[src/hdl/sjsd_pkg.sv]
// ----------------------------------------------------------------------------
// sjsd_pkg
// Shared types, codes and helpers for the strict JSON string decoder.
// ----------------------------------------------------------------------------
package sjsd_pkg;

  // scan phase of the lexer
  typedef enum logic [2:0] {
    PH_IDLE = 3'd0,
    PH_BODY = 3'd1,
    PH_ESC  = 3'd2,
    PH_U0   = 3'd3,
    PH_U1   = 3'd4,
    PH_UH   = 3'd5,
    PH_UL   = 3'd6,
    PH_UTF  = 3'd7
  } phase_t;

  // allowed range of the next utf-8 continuation byte
  typedef enum logic [2:0] {
    RNG_80_BF = 3'd0,
    RNG_A0_BF = 3'd1,
    RNG_80_9F = 3'd2,
    RNG_90_BF = 3'd3,
    RNG_80_8F = 3'd4
  } cont_range_t;

  // error codes
  typedef enum logic [3:0] {
    ERR_NONE        = 4'd0,
    ERR_NO_QUOTE    = 4'd1,
    ERR_CONTROL     = 4'd2,
    ERR_BAD_UTF8    = 4'd3,
    ERR_OPEN_ESC    = 4'd4,
    ERR_NONCANON_U  = 4'd5,
    ERR_BAD_HEX     = 4'd6,
    ERR_U_NONCTRL   = 4'd7,
    ERR_BAD_ESC     = 4'd8,
    ERR_UNTERM      = 4'd9
  } err_t;

  localparam int unsigned ByteW = 8;
  localparam int unsigned OutDataW = 16;

  // lexer state carried from byte to byte
  typedef struct packed {
    phase_t      phase;
    logic [1:0]  cont_left;
    cont_range_t cont_range;
    logic [3:0]  hex_hi;
    logic        hex_bad;
  } state_t;

  localparam state_t StateReset = '{
    phase: PH_IDLE, cont_left: 2'd0, cont_range: RNG_80_BF,
    hex_hi: 4'd0, hex_bad: 1'b0};

  // one result beat
  typedef struct packed {
    err_t             err;
    logic             done;
    logic             valid;
    logic [ByteW-1:0] data;
  } result_t;

  // hex digit decode: bit 4 set when not a hex digit
  function automatic logic [4:0] hex_value(input logic [7:0] b);
    logic [4:0] v;
    v = 5'h10;
    if (b >= 8'h30 && b <= 8'h39) v = {1'b0, b[3:0]};
    else if ((b >= 8'h61 && b <= 8'h66) || (b >= 8'h41 && b <= 8'h46))
      v = {1'b0, b[3:0] + 4'd9};
    return v;
  endfunction

  // continuation byte range check
  function automatic logic cont_ok(input logic [7:0] b, input cont_range_t r);
    logic ok;
    case (r)
      RNG_A0_BF: ok = (b >= 8'ha0 && b <= 8'hbf);
      RNG_80_9F: ok = (b >= 8'h80 && b <= 8'h9f);
      RNG_90_BF: ok = (b >= 8'h90 && b <= 8'hbf);
      RNG_80_8F: ok = (b >= 8'h80 && b <= 8'h8f);
      default:   ok = (b >= 8'h80 && b <= 8'hbf);
    endcase
    return ok;
  endfunction

endpackage

[src/hdl/sjsd_step.sv]
// ----------------------------------------------------------------------------
// sjsd_step
// Per-byte decode: next lexer state and result beat from the current state.
// ----------------------------------------------------------------------------
module sjsd_step (
  input  sjsd_pkg::state_t  cur,
  input  logic [7:0]        in_byte,
  input  logic              eoi,
  output sjsd_pkg::state_t  nxt,
  output sjsd_pkg::result_t res
);

  logic [4:0] hv;
  logic [7:0] uval;
  logic [1:0] left_dec;

  assign hv       = sjsd_pkg::hex_value(in_byte);
  assign uval     = {cur.hex_hi, hv[3:0]};
  assign left_dec = cur.cont_left - 2'd1;

  // decode one byte
  always_comb begin
    nxt        = cur;
    res.data   = '0;
    res.valid  = 1'b0;
    res.done   = 1'b0;
    res.err    = sjsd_pkg::ERR_NONE;
    case (cur.phase)
      sjsd_pkg::PH_BODY: begin
        if (in_byte == 8'h22) begin
          res.done = 1'b1;
          nxt      = sjsd_pkg::StateReset;
        end else if (in_byte < 8'h20) begin
          res.err = sjsd_pkg::ERR_CONTROL;
        end else if (in_byte >= 8'h80) begin
          if (in_byte inside {[8'hc2:8'hdf], [8'he0:8'hef], [8'hf0:8'hf4]} && !eoi) begin
            res.data       = in_byte;
            res.valid      = 1'b1;
            nxt.phase      = sjsd_pkg::PH_UTF;
            nxt.cont_range = sjsd_pkg::RNG_80_BF;
            if (in_byte <= 8'hdf) nxt.cont_left = 2'd1;
            else if (in_byte <= 8'hef) nxt.cont_left = 2'd2;
            else nxt.cont_left = 2'd3;
            if (in_byte == 8'he0) nxt.cont_range = sjsd_pkg::RNG_A0_BF;
            else if (in_byte == 8'hed) nxt.cont_range = sjsd_pkg::RNG_80_9F;
            else if (in_byte == 8'hf0) nxt.cont_range = sjsd_pkg::RNG_90_BF;
            else if (in_byte == 8'hf4) nxt.cont_range = sjsd_pkg::RNG_80_8F;
          end else begin
            res.err = sjsd_pkg::ERR_BAD_UTF8;
          end
        end else if (in_byte == 8'h5c) begin
          if (eoi) res.err = sjsd_pkg::ERR_OPEN_ESC;
          else nxt.phase = sjsd_pkg::PH_ESC;
        end else begin
          if (eoi) res.err = sjsd_pkg::ERR_UNTERM;
          else begin
            res.data  = in_byte;
            res.valid = 1'b1;
          end
        end
      end
      sjsd_pkg::PH_ESC: begin
        if (in_byte == 8'h75) begin
          if (eoi) res.err = sjsd_pkg::ERR_NONCANON_U;
          else nxt.phase = sjsd_pkg::PH_U0;
        end else if (!(in_byte inside {8'h22, 8'h5c, 8'h2f, 8'h62, 8'h66, 8'h6e,
                                       8'h72, 8'h74})) begin
          res.err = sjsd_pkg::ERR_BAD_ESC;
        end else if (eoi) begin
          res.err = sjsd_pkg::ERR_UNTERM;
        end else begin
          res.valid = 1'b1;
          nxt.phase = sjsd_pkg::PH_BODY;
          case (in_byte)
            8'h62:   res.data = 8'h08;
            8'h66:   res.data = 8'h0c;
            8'h6e:   res.data = 8'h0a;
            8'h72:   res.data = 8'h0d;
            8'h74:   res.data = 8'h09;
            default: res.data = in_byte;
          endcase
        end
      end
      sjsd_pkg::PH_U0, sjsd_pkg::PH_U1: begin
        if (eoi || in_byte != 8'h30) res.err = sjsd_pkg::ERR_NONCANON_U;
        else if (cur.phase == sjsd_pkg::PH_U0) nxt.phase = sjsd_pkg::PH_U1;
        else nxt.phase = sjsd_pkg::PH_UH;
      end
      sjsd_pkg::PH_UH: begin
        if (eoi) res.err = sjsd_pkg::ERR_NONCANON_U;
        else begin
          nxt.hex_bad = hv[4];
          nxt.hex_hi  = hv[3:0];
          nxt.phase   = sjsd_pkg::PH_UL;
        end
      end
      sjsd_pkg::PH_UL: begin
        if (cur.hex_bad || hv[4]) res.err = sjsd_pkg::ERR_BAD_HEX;
        else if (uval >= 8'h20) res.err = sjsd_pkg::ERR_U_NONCTRL;
        else if (eoi) res.err = sjsd_pkg::ERR_UNTERM;
        else begin
          res.data    = uval;
          res.valid   = 1'b1;
          nxt.hex_hi  = 4'd0;
          nxt.hex_bad = 1'b0;
          nxt.phase   = sjsd_pkg::PH_BODY;
        end
      end
      sjsd_pkg::PH_UTF: begin
        if (!sjsd_pkg::cont_ok(in_byte, cur.cont_range) || cur.cont_left == 2'd0) begin
          res.err = sjsd_pkg::ERR_BAD_UTF8;
        end else begin
          nxt.cont_left  = left_dec;
          nxt.cont_range = sjsd_pkg::RNG_80_BF;
          if (left_dec != 2'd0) begin
            if (eoi) res.err = sjsd_pkg::ERR_BAD_UTF8;
            else begin
              res.data  = in_byte;
              res.valid = 1'b1;
            end
          end else if (eoi) begin
            res.err = sjsd_pkg::ERR_UNTERM;
          end else begin
            res.data  = in_byte;
            res.valid = 1'b1;
            nxt.phase = sjsd_pkg::PH_BODY;
          end
        end
      end
      default: begin
        if (in_byte == 8'h22) begin
          if (eoi) res.err = sjsd_pkg::ERR_UNTERM;
          else nxt.phase = sjsd_pkg::PH_BODY;
        end else if (in_byte inside {8'h20, 8'h0a, 8'h0d, 8'h09}) begin
          if (eoi) res.err = sjsd_pkg::ERR_NO_QUOTE;
          else nxt = sjsd_pkg::StateReset;
        end else begin
          res.err = sjsd_pkg::ERR_NO_QUOTE;
        end
      end
    endcase

    // any error drops the beat payload and clears the lexer
    if (res.err != sjsd_pkg::ERR_NONE) begin
      res.data  = '0;
      res.valid = 1'b0;
      res.done  = 1'b0;
      nxt       = sjsd_pkg::StateReset;
    end
  end

endmodule

[src/hdl/sjsd_out_reg.sv]
// ----------------------------------------------------------------------------
// sjsd_out_reg
// Result register of the decoder with its stream handshake.
// ----------------------------------------------------------------------------
module sjsd_out_reg (
  input  logic                                clk,
  input  logic                                rst_n,
  input  logic                                load,
  input  sjsd_pkg::result_t                   res,
  output logic                                can_load,
  output logic                                out_tvalid,
  input  logic                                out_tready,
  output logic [sjsd_pkg::OutDataW-1:0]       out_tdata
);

  logic              vld_r;
  sjsd_pkg::result_t res_r;

  assign can_load   = !vld_r || out_tready;
  assign out_tvalid = vld_r;
  assign out_tdata  = {{(sjsd_pkg::OutDataW - $bits(sjsd_pkg::result_t)){1'b0}}, res_r};

  // valid flag
  always_ff @(posedge clk) begin
    if (!rst_n) begin
      vld_r <= 1'b0;
    end else if (load) begin
      vld_r <= 1'b1;
    end else if (out_tready) begin
      vld_r <= 1'b0;
    end
  end

  // payload
  always_ff @(posedge clk) begin
    if (load) begin
      res_r <= res;
    end
  end

endmodule

[src/hdl/strict_json_string_decoder.sv]
// ----------------------------------------------------------------------------
// strict_json_string_decoder
// Lexes one JSON string per run of bytes, with strict UTF-8 checking.
// ----------------------------------------------------------------------------
// Usage:
//   in_*  : one raw JSON byte per beat in in_tdata, in_tlast marks the last
//           byte of the text.
//   out_* : exactly one result beat per input beat. out_tdata carries the
//           decoded byte, a byte-valid flag, a string-done flag and an
//           error code (0 when ok). On error the consumer drops the string.
// Output: the result of a byte appears in out_* in the cycle after the byte
//   is accepted.
// Throughput: one byte per cycle while not stalled; the lexer state update is
//   a single level of byte decode between the state and result registers.
// Reset: rst_n (synchronous, active low) puts the lexer back to idle,
//   waiting for an opening quote, and empties the result register.
// Stall: while out_tready is low the result beat holds, and a new byte is
//   taken only when the result register is empty or is being drained.
// ----------------------------------------------------------------------------
module strict_json_string_decoder (
  input  logic                          clk,
  input  logic                          rst_n,
  input  logic                          in_tvalid,
  output logic                          in_tready,
  input  logic [7:0]                    in_tdata,   // [7:0] in_byte
  input  logic                          in_tlast,   // end_of_input
  output logic                          out_tvalid,
  input  logic                          out_tready,
  // [7:0] out_byte, [8] out_valid, [9] string_done, [13:10] error_code,
  // [15:14] zero
  output logic [sjsd_pkg::OutDataW-1:0] out_tdata
);

  sjsd_pkg::state_t  state_r;
  sjsd_pkg::state_t  state_nxt;
  sjsd_pkg::result_t res;
  logic              accept;

  assign accept = in_tvalid && in_tready;

  // byte decode
  sjsd_step u_step (
    .cur     (state_r),
    .in_byte (in_tdata),
    .eoi     (in_tlast),
    .nxt     (state_nxt),
    .res     (res)
  );

  // lexer state
  always_ff @(posedge clk) begin
    if (!rst_n) begin
      state_r <= sjsd_pkg::StateReset;
    end else if (accept) begin
      state_r <= state_nxt;
    end
  end

  // result register
  sjsd_out_reg u_out (
    .clk        (clk),
    .rst_n      (rst_n),
    .load       (accept),
    .res        (res),
    .can_load   (in_tready),
    .out_tvalid (out_tvalid),
    .out_tready (out_tready),
    .out_tdata  (out_tdata)
  );

endmodule

[config.mk]
export PLATFORM = sky130hd
export DESIGN_NAME = strict_json_string_decoder
export DESIGN_NICKNAME = d
export VERILOG_FILES = /design/src/hdl/sjsd_pkg.sv /design/src/hdl/sjsd_step.sv /design/src/hdl/sjsd_out_reg.sv /design/src/hdl/strict_json_string_decoder.sv
export SDC_FILE = /design/constraint.sdc
export NUM_CORES = 1
export LEC_CHECK = 0
export BUFFER_PORTS_ARGS = -buffer_cell sky130_fd_sc_hd__clkbuf_2
export CORE_MARGIN = 4
export CORE_UTILIZATION = 53
export DETAILED_ROUTE_END_ITERATION = 7
export HOLD_SLACK_MARGIN = 0.08
export PLACE_DENSITY = 0.85
export SLEW_MARGIN = 20
export SYNTH_ARGS = -nofsm -noshare
export SYNTH_HDL_FRONTEND = slang
export SYNTH_SLANG_ARGS = --single-unit
[constraint.sdc]
create_clock -name clk -period 2.6 [get_ports clk]
set_input_delay 0.26 -clock clk [delete_from_list [all_inputs] [get_ports clk]]
set_output_delay 0.26 -clock clk [all_outputs]
set_load 0.01 [all_outputs]
* Yosys cells after proc, flatten, opt, wreduce, memory -nomap -nowiden
Index checks and enable logic that the tools add are counted.
Cells by class: add/subtract/negate cells 2, multipliers 0, div/mod/pow operators 0, magnitude comparators 20, eq/ne operators 52, shift-type cells 0, mux-type cells 79, bitwise gates (word level) 1, reduce and logical (&&, ||, !) cells 38
Operators by type and width (number):
- $mux W9 | 13
- $mux W3 | 20
- $eq A8 B7 Y1 const B | 7
- $mux W4 | 13
- $ge A8 B8 Y1 const B | 6
- $le A8 B8 Y1 const B | 6
- $mux W5 | 8
- $pmux W8 S5 | 1
- $mux W13 | 3
- $pmux W9 S4 | 1
- $eq A8 B8 Y1 const B | 4
- $mux W8 | 4
- $eq A8 B4 Y1 const B | 3
- $eq A8 B6 Y1 const B | 3
- $pmux W4 S6 | 1
- $pmux W5 S4 | 1
- $pmux W3 S6 | 1
- $ge A8 B6 Y1 const B | 2
- $ge A8 B7 Y1 const B | 2
- $le A8 B7 Y1 const B | 2
- $ne A4 B1 Y1 const B | 4
- $eq A3 B3 Y1 const B | 5
- $ne A3 B3 Y1 const B | 5
- $pmux W5 S3 | 1
- other kinds (37) | 76
Word-level totals: register bits 28, bits in latches 0, RAM bits 0, ROM bits 0, input port bits 13, memories kept 0

* Depth between registers and ports, before layout
depth after elaboration 12, mapped depth 11

* Hierarchy
A second synthesis with hierarchy kept.
Unflattened totals: cell total of the unflattened synthesis 329, area, all modules 2575.0 sq um
By module, submodules not included:
- sjsd_step | instances 1, cells each 249, area each 1536.5 sq um, seq. area each 0.0 sq um
- strict_json_string_decoder | instances 1, cells each 59, area each 550.5 sq um, seq. area each 260.2 sq um
- sjsd_out_reg | instances 1, cells each 21, area each 488.0 sq um, seq. area each 440.4 sq um

* Least setup slack after synthesis
OpenSTA, ideal clock, no wires.
path type input port to flip-flop, start point in in_tdata[0], end point reg state_r[0] (netlist name), setup time 0.132 ns, data arrival time 2.399 ns, data required time 2.468 ns, setup slack 0.069 ns, stages 10, cell sequence inv_1 ha_1 nor3b_2 and3b_1 buf_2 or2_1 a221o_1 a211oi_4 a41oi_2 mux2i_1
On the way: longest elaborated chain between the ends 12, elaborated cells between the ends (all ways) 87, those cells by class 1 x add/sub; 20 x order compare; 22 x eq/ne; 21 x mux; 23 x reduce/logical
Ends and longest elaborated chain:
- from (decl) | RTL line strict_json_string_decoder.sv:25 | input logic [7:0] in_tdata,
- $ge A8 B7 Y1 (tied with other cells) | RTL line sjsd_pkg.sv:71 | else if ((b >= 8'h61 && b <= 8'h66) || (b >= 8'h41 && b <= 8'h46))
- $logic_and A1 B1 Y1 (on tied branches) | RTL line sjsd_pkg.sv:71, sjsd_step.sv:36
- $logic_or A1 B1 Y1 / $reduce_bool A3 Y1 (equally long branches) | RTL line sjsd_pkg.sv:71, sjsd_step.sv:36
- $mux W5 / $logic_and A1 B1 Y1 (equally long branches) | RTL line sjsd_pkg.sv:71, sjsd_step.sv:36
- $mux W5 / $mux W2 (equally long branches) | RTL line sjsd_pkg.sv:70, sjsd_step.sv:36
- $ge A8 B6 Y1 / $mux W4 (equally long branches) | RTL line sjsd_step.sv:99, sjsd_step.sv:35
- $mux W4 (on tied branches) | RTL line sjsd_step.sv:99, sjsd_step.sv:33
- $mux W4 (on tied branches) | RTL line sjsd_step.sv:98, sjsd_step.sv:30
- $pmux W4 S6 | RTL line sjsd_step.sv:28 | case (cur.phase)
- $reduce_bool A4 Y1 | RTL line sjsd_step.sv:144 | if (res.err != sjsd_pkg::ERR_NONE) begin
- $ne A5 B5 Y1 (no line) (tied with other cells)
- $reduce_and A10 Y1 (no line)
- to (signal assigned) | RTL line strict_json_string_decoder.sv:53 | state_r <= sjsd_pkg::StateReset;
- to (signal assigned) | RTL line strict_json_string_decoder.sv:55 | state_r <= state_nxt;
- to (decl) | RTL line strict_json_string_decoder.sv:34 | sjsd_pkg::state_t state_r;
Several ways; a longest one is shown, not always the timed one. The select of a mux whose other input is x is not followed. A chain may end at the register's enable or synchronous reset.

* Worst setup path after layout
start point reg state_r[9] (netlist name), end point reg state_r[0] (netlist name)
On the way: longest elaborated chain between the ends 8, elaborated cells between the ends (all ways) 19, those cells by class 1 x add/sub; 8 x eq/ne; 4 x mux; 6 x reduce/logical
Ends and longest elaborated chain:
- $sub A2 B1 Y2 | RTL line sjsd_step.sv:19 | assign left_dec = cur.cont_left - 2'd1;
- $reduce_bool A2 Y1 | RTL line sjsd_step.sv:115 | if (left_dec != 2'd0) begin
- $mux W4 | RTL line sjsd_step.sv:115
- $mux W4 (*) | RTL line sjsd_step.sv:110 | if (!sjsd_pkg::cont_ok(in_byte, cur.cont_range) || cur.cont_left == 2'd0) begin
- $pmux W4 S6 (*) | RTL line sjsd_step.sv:28
- $reduce_bool A4 Y1 (*) | RTL line sjsd_step.sv:144
- $ne A5 B5 Y1 (no line) (tied with other cells)
- $reduce_and A10 Y1 (no line)
Every way passes the cells marked *; elsewhere a longest branch is shown, timed or not.

==> out/metrics.sh <==
STATUS='complete, but fails checks'
VIOLATIONS_IN_THE_FINAL_REPORTS='negative setup slack'
NUM-NETS-FINAL=418
SYN-MEAN-INSTANCE-AREA_UM2=7.98
MAXCAPVIOLATIONS=0
DRT-MET1-WL_MM=3.40
FINAL_CORE_UTILIZATION=0.708
FINALSETUPVIOLCOUNT=5
GRT_FIRST_PASS_WIRELENGTH_MM=13.3
INITIAL_UTIL=0.545
PLACEMENT_ROWS=25
ROUTED_VIA_DENSITY=6.32
CTSROOTBUFFERMASTER='sky130_fd_sc_hd__clkbuf_8'
WL_MET2_MM=3.79
FIRSTDRTPASSITERS=6
REG2REG_SETUP_SLACK_NS=-0.03
POST-SYNTH-TOP-AREA-FRACTION=0.163
SYNTH_TOP_CELLS_BY_AREA='sky130_fd_sc_hd__edfxtp_1 (16%), sky130_fd_sc_hd__dfxtp_1 (11%), sky130_fd_sc_hd__nand2_1 (4.7%)'
NETLIST-CELL-TYPE-COUNT=74
YS_WARN_COUNT=0
SYNTHTOPCELLSBYCOUNT='sky130_fd_sc_hd__nand2_1 (32), sky130_fd_sc_hd__nor2_1 (19), sky130_fd_sc_hd__inv_1 (18), sky130_fd_sc_hd__a21oi_1 (17), sky130_fd_sc_hd__o21ai_0 (17)'
ANTENNA_FOUND_INITIAL=0
UPPERMOST_METAL_LAYER_OCCUPIED_BY_SIGNAL_NETS='met4'
SYNTH_FLOP_CELL='sky130_fd_sc_hd__edfxtp_1'
STARTPOINT_TYPE_OF_THE_WORST_SETUP_PATH='flop'
VIA_COUNT=2941
SEQUENTIAL_CELL_AREA_FRACTION_IN_THE_YOSYS_REPORT=0.272
WORST_EP_REQUIRED_TIME_NS=2.81
CRIT_TYPE='flop to flop'
POWERDENSITY_nW_PER_UM2=304
ANT_NETS=0
GRT_MAX_DEGREE=18
SYNTHESIS.INSTANCES=323
DIE_WD_UM=77.7
POST-LAYOUT-TOTAL-POWER_mW=1.02
HTREE_LEVELS=1
BUFFER_PORTS.INSERTED=28
RSZ0062_AT_GRT='true'
AREA_OF_THE_CORE_REGION_UM2=4720
ANTENNA-DIODE-COUNT=0
AREA_GROWTH_PCT=29.9
POSTSYNTHREGISTERBITS=28
DETAILEDROUTE.FIRSTITERATIONVIOLATIONS=373
SWITCHING_POWER_mW=0.256
GR-TOTAL-OVERFLOW=0
HOLD_VIOL=0
DRC=0
WORST_SLEW_PIN_SLEW_NS=0.636
SYNTH.MOST_COMMON_CELL='sky130_fd_sc_hd__nand2_1'
MAXSLEWHEADROOM=0.572
CTS_BUFFERS=3
COMBINATIONALPOWERSHARE=0.197
PWR-SHARE-SEQ=0.468
CP.ARRIVAL_NS=2.83
DP_WORST_SETUP_SLACK_NS=-0.307
FMAX_GHz=0.381
FP.DIEAREA_UM2=6040
CLOCK_TREE_FROM_TRITONCTS='built'
POST_SYNTH_ARST_SHARE=0
PLACED_AREA_UM2=3190
POWER.INTERNAL_mW=0.762
POWER.STATIC_LEAKAGE_nW=1.36
SWITCHING_SHARE=0.252
HP-CLASS='input port to flop'
POSTLAYOUTSETUPSLACKWORST_NS=-0.0255
CLKSINKCOUNT=28
GLOBAL_ROUTE_USAGE_SUM=0.267
DP.FINAL_HPWL_MM=6.35
TIMING.CLOCK.SKEW_NS=0.00883
CP_MAX_FO=5
R2R_END='state_r[0]$_SDFFE_PN0P_'
TOTALNEGATIVESETUPSLACK_NS=-0.0584
DETAIL_ROUTE.WIRELENGTH_MM=8.24
TIMING.HOLD.WORST_PATH_DEPTH=3
CLKLATENCYLATEPIN_NS=0.28
MIN_PERIOD_OVER_PERIOD=1.01
VIAS_IN_THE_FIRST_GLOBAL_ROUTE=2652
FINAL_PERIOD_MINUS_WORST_SETUP_SLACK_NS=2.63
CLKSLEWWORSTSETUPHOLDPATHS_NS=0.10
ELEMENT_TYPE_AT_THE_CRITICAL_PATH_END='flop'
POWER.CLOCK.FRACTION=0.336
ROUTEDWLPERCELL_UM=17.7
MAPPEDNETLISTAREA_UM2=2580
COUNT_OF_CELLS_ALONG_THE_WORST_REGISTER_TO_REGISTER_PATH=11
MIN-DELAY-START='in_tvalid'
FIN_AREA_UM2=3350
CTS.PATH.MAX_BUFFERS=2
LEADING_AREA_CONTRIBUTOR_AFTER_SYNTHESIS='sky130_fd_sc_hd__edfxtp_1'
DIE_Y_UM=77.7
BOUNDARYPINS=31
MET3WIRELENGTH_UM=775
TIMING.HOLD.WORST_ENDPOINT='u_out.out_tvalid$_SDFFE_PN0P_'
REGTOREGSTARTPOINT='state_r[9]$_SDFFE_PN0P_'
SLEW_VIOLATIONS=0
PEAKVDDDROP_V=0.000273
SYNTH_EDF_COUNT=14
HOLD_BUFFERS=0
GP_CONGESTION=0.989
FINAL_LAYOUT_SIZE_SUFFIX_GT1_FRAC=0.337
-- logic make-up after synthesis --
group,after synthesis,synth area share
compound gates,93,0.267
xor+xnor,2,0.00680
fa+ha+maj,6,0.0291
buf+inv,45,0.0782
flops,28,0.272
mux,11,0.0432
other cells,1,0.00146
simple gates,137,0.303
-- critical path, cell delays in order (launching register included) --
cell and delay [ns]:
sky130_fd_sc_hd__dfxtp_2 0.35, sky130_fd_sc_hd__inv_2 0.05, sky130_fd_sc_hd__ha_4 0.15, sky130_fd_sc_hd__or3b_1 0.38
sky130_fd_sc_hd__a31oi_1 0.19, sky130_fd_sc_hd__o211ai_1 0.14, sky130_fd_sc_hd__a221o_1 0.38, sky130_fd_sc_hd__a211oi_4 0.29
sky130_fd_sc_hd__buf_6 0.16, sky130_fd_sc_hd__a41oi_2 0.11, sky130_fd_sc_hd__buf_6 0.17, sky130_fd_sc_hd__mux2i_2 0.18
-- metrics by stage --
step | cells | hold slack, ns
floorplan | 324 | 0.389
global placement | 459 | 0.442
detailed placement | 459 | 0.450
CTS | 464 | 0.240
global route | 465 | 0.256
finish | 465 | 0.226
-- cells in the final DEF, fill, tap and decap left out, types with 3 or more instances in the layout --
master,Yosys,routed
sky130_fd_sc_hd__nand2_1,32,32
sky130_fd_sc_hd__a221o_1,3,3
sky130_fd_sc_hd__o311ai_1,2,3
sky130_fd_sc_hd__buf_6,1,4
sky130_fd_sc_hd__nor3_1,9,9
sky130_fd_sc_hd__a211oi_2,2,3
sky130_fd_sc_hd__nor2_1,19,19
sky130_fd_sc_hd__nor2b_1,6,6
sky130_fd_sc_hd__o2111ai_1,4,4
sky130_fd_sc_hd__and2_1,3,3
sky130_fd_sc_hd__ha_1,6,5
sky130_fd_sc_hd__inv_1,18,16
sky130_fd_sc_hd__a31oi_1,5,5
sky130_fd_sc_hd__o21ai_0,17,16
sky130_fd_sc_hd__clkbuf_2,0,28
sky130_fd_sc_hd__edfxtp_1,14,14
sky130_fd_sc_hd__and3_1,3,3
sky130_fd_sc_hd__or2_2,5,5
sky130_fd_sc_hd__or3_1,4,4
sky130_fd_sc_hd__o21ai_1,3,3
sky130_fd_sc_hd__buf_4,2,64
sky130_fd_sc_hd__mux2i_1,10,8
sky130_fd_sc_hd__or3b_1,3,3
sky130_fd_sc_hd__a21oi_1,17,17
sky130_fd_sc_hd__nand3_1,14,14
sky130_fd_sc_hd__clkbuf_8,0,3
sky130_fd_sc_hd__o21a_1,3,3
sky130_fd_sc_hd__dfxtp_1,14,12
sky130_fd_sc_hd__nand4_1,14,14
sky130_fd_sc_hd__nand2b_1,3,3
sky130_fd_sc_hd__o211ai_1,6,6
-- final cells by class --
| type | instances | area (µm²) |
|---|---|---|
| Multi-Input combinational cell | 251 | 1730 |
| Fill cell | 371 | 1380 |
| Sequential cell | 28 | 703 |
| Timing Repair Buffer | 97 | 686 |
| Tap cell | 67 | 83.8 |
| Inverter | 18 | 67.6 |
| Clock buffer | 3 | 41.3 |
| Clock inverter | 1 | 30.0 |
-- state kept, by name (all words and copies together) (netlist names) --
name and flops:
u_out.out_tdata 14, state_r 13, u_out.out_tvalid 1
-- timing repair --
action,4_1_cts,5_1_grt
hold endpoints to repair,0,0
gates cloned,0,0
setup buffers,1,2
resized for setup,6,15
setup endpoints to repair,9,14
pin swaps,4,7
-- layer usage --
layer / GRT usage / vias up
li1: - / 1366
met1: 0.370 / 1347
met2: 0.431 / 196
met3: 0.0290 / 32
met4: 0.0907 / 0
met5: 0 / -
-- power by group through the flow --
stage,logic (mW),clock network (mW),registers [mW]
after floorplan,0.102,0,0.493
final,0.201,0.342,0.476
after global placement,0.186,0,0.486
after detailed placement,0.189,0,0.486
after CTS,0.193,0.336,0.476
after global routing,0.216,0.356,0.477
-- worst max-delay path by stage --
stage	start	to	slack, ns	depth (start not counted)
floorplan	in_tdata[0]	state_r[0]$_SDFFE_PN0P_	0.07	10
global placement	in_tdata[0]	state_r[0]$_SDFFE_PN0P_	-0.11	12
detailed placement	in_tdata[0]	state_r[11]$_SDFFE_PN0P_	-0.31	11
CTS	state_r[8]$_SDFFE_PN0P_	state_r[12]$_SDFFE_PN0P_	-0.02	9
global route	state_r[9]$_SDFFE_PN0P_	state_r[2]$_SDFFE_PN0P_	-0.10	11
finish	state_r[9]$_SDFFE_PN0P_	state_r[0]$_SDFFE_PN0P_	-0.03	11
Power figures use the tool's default switching activity.
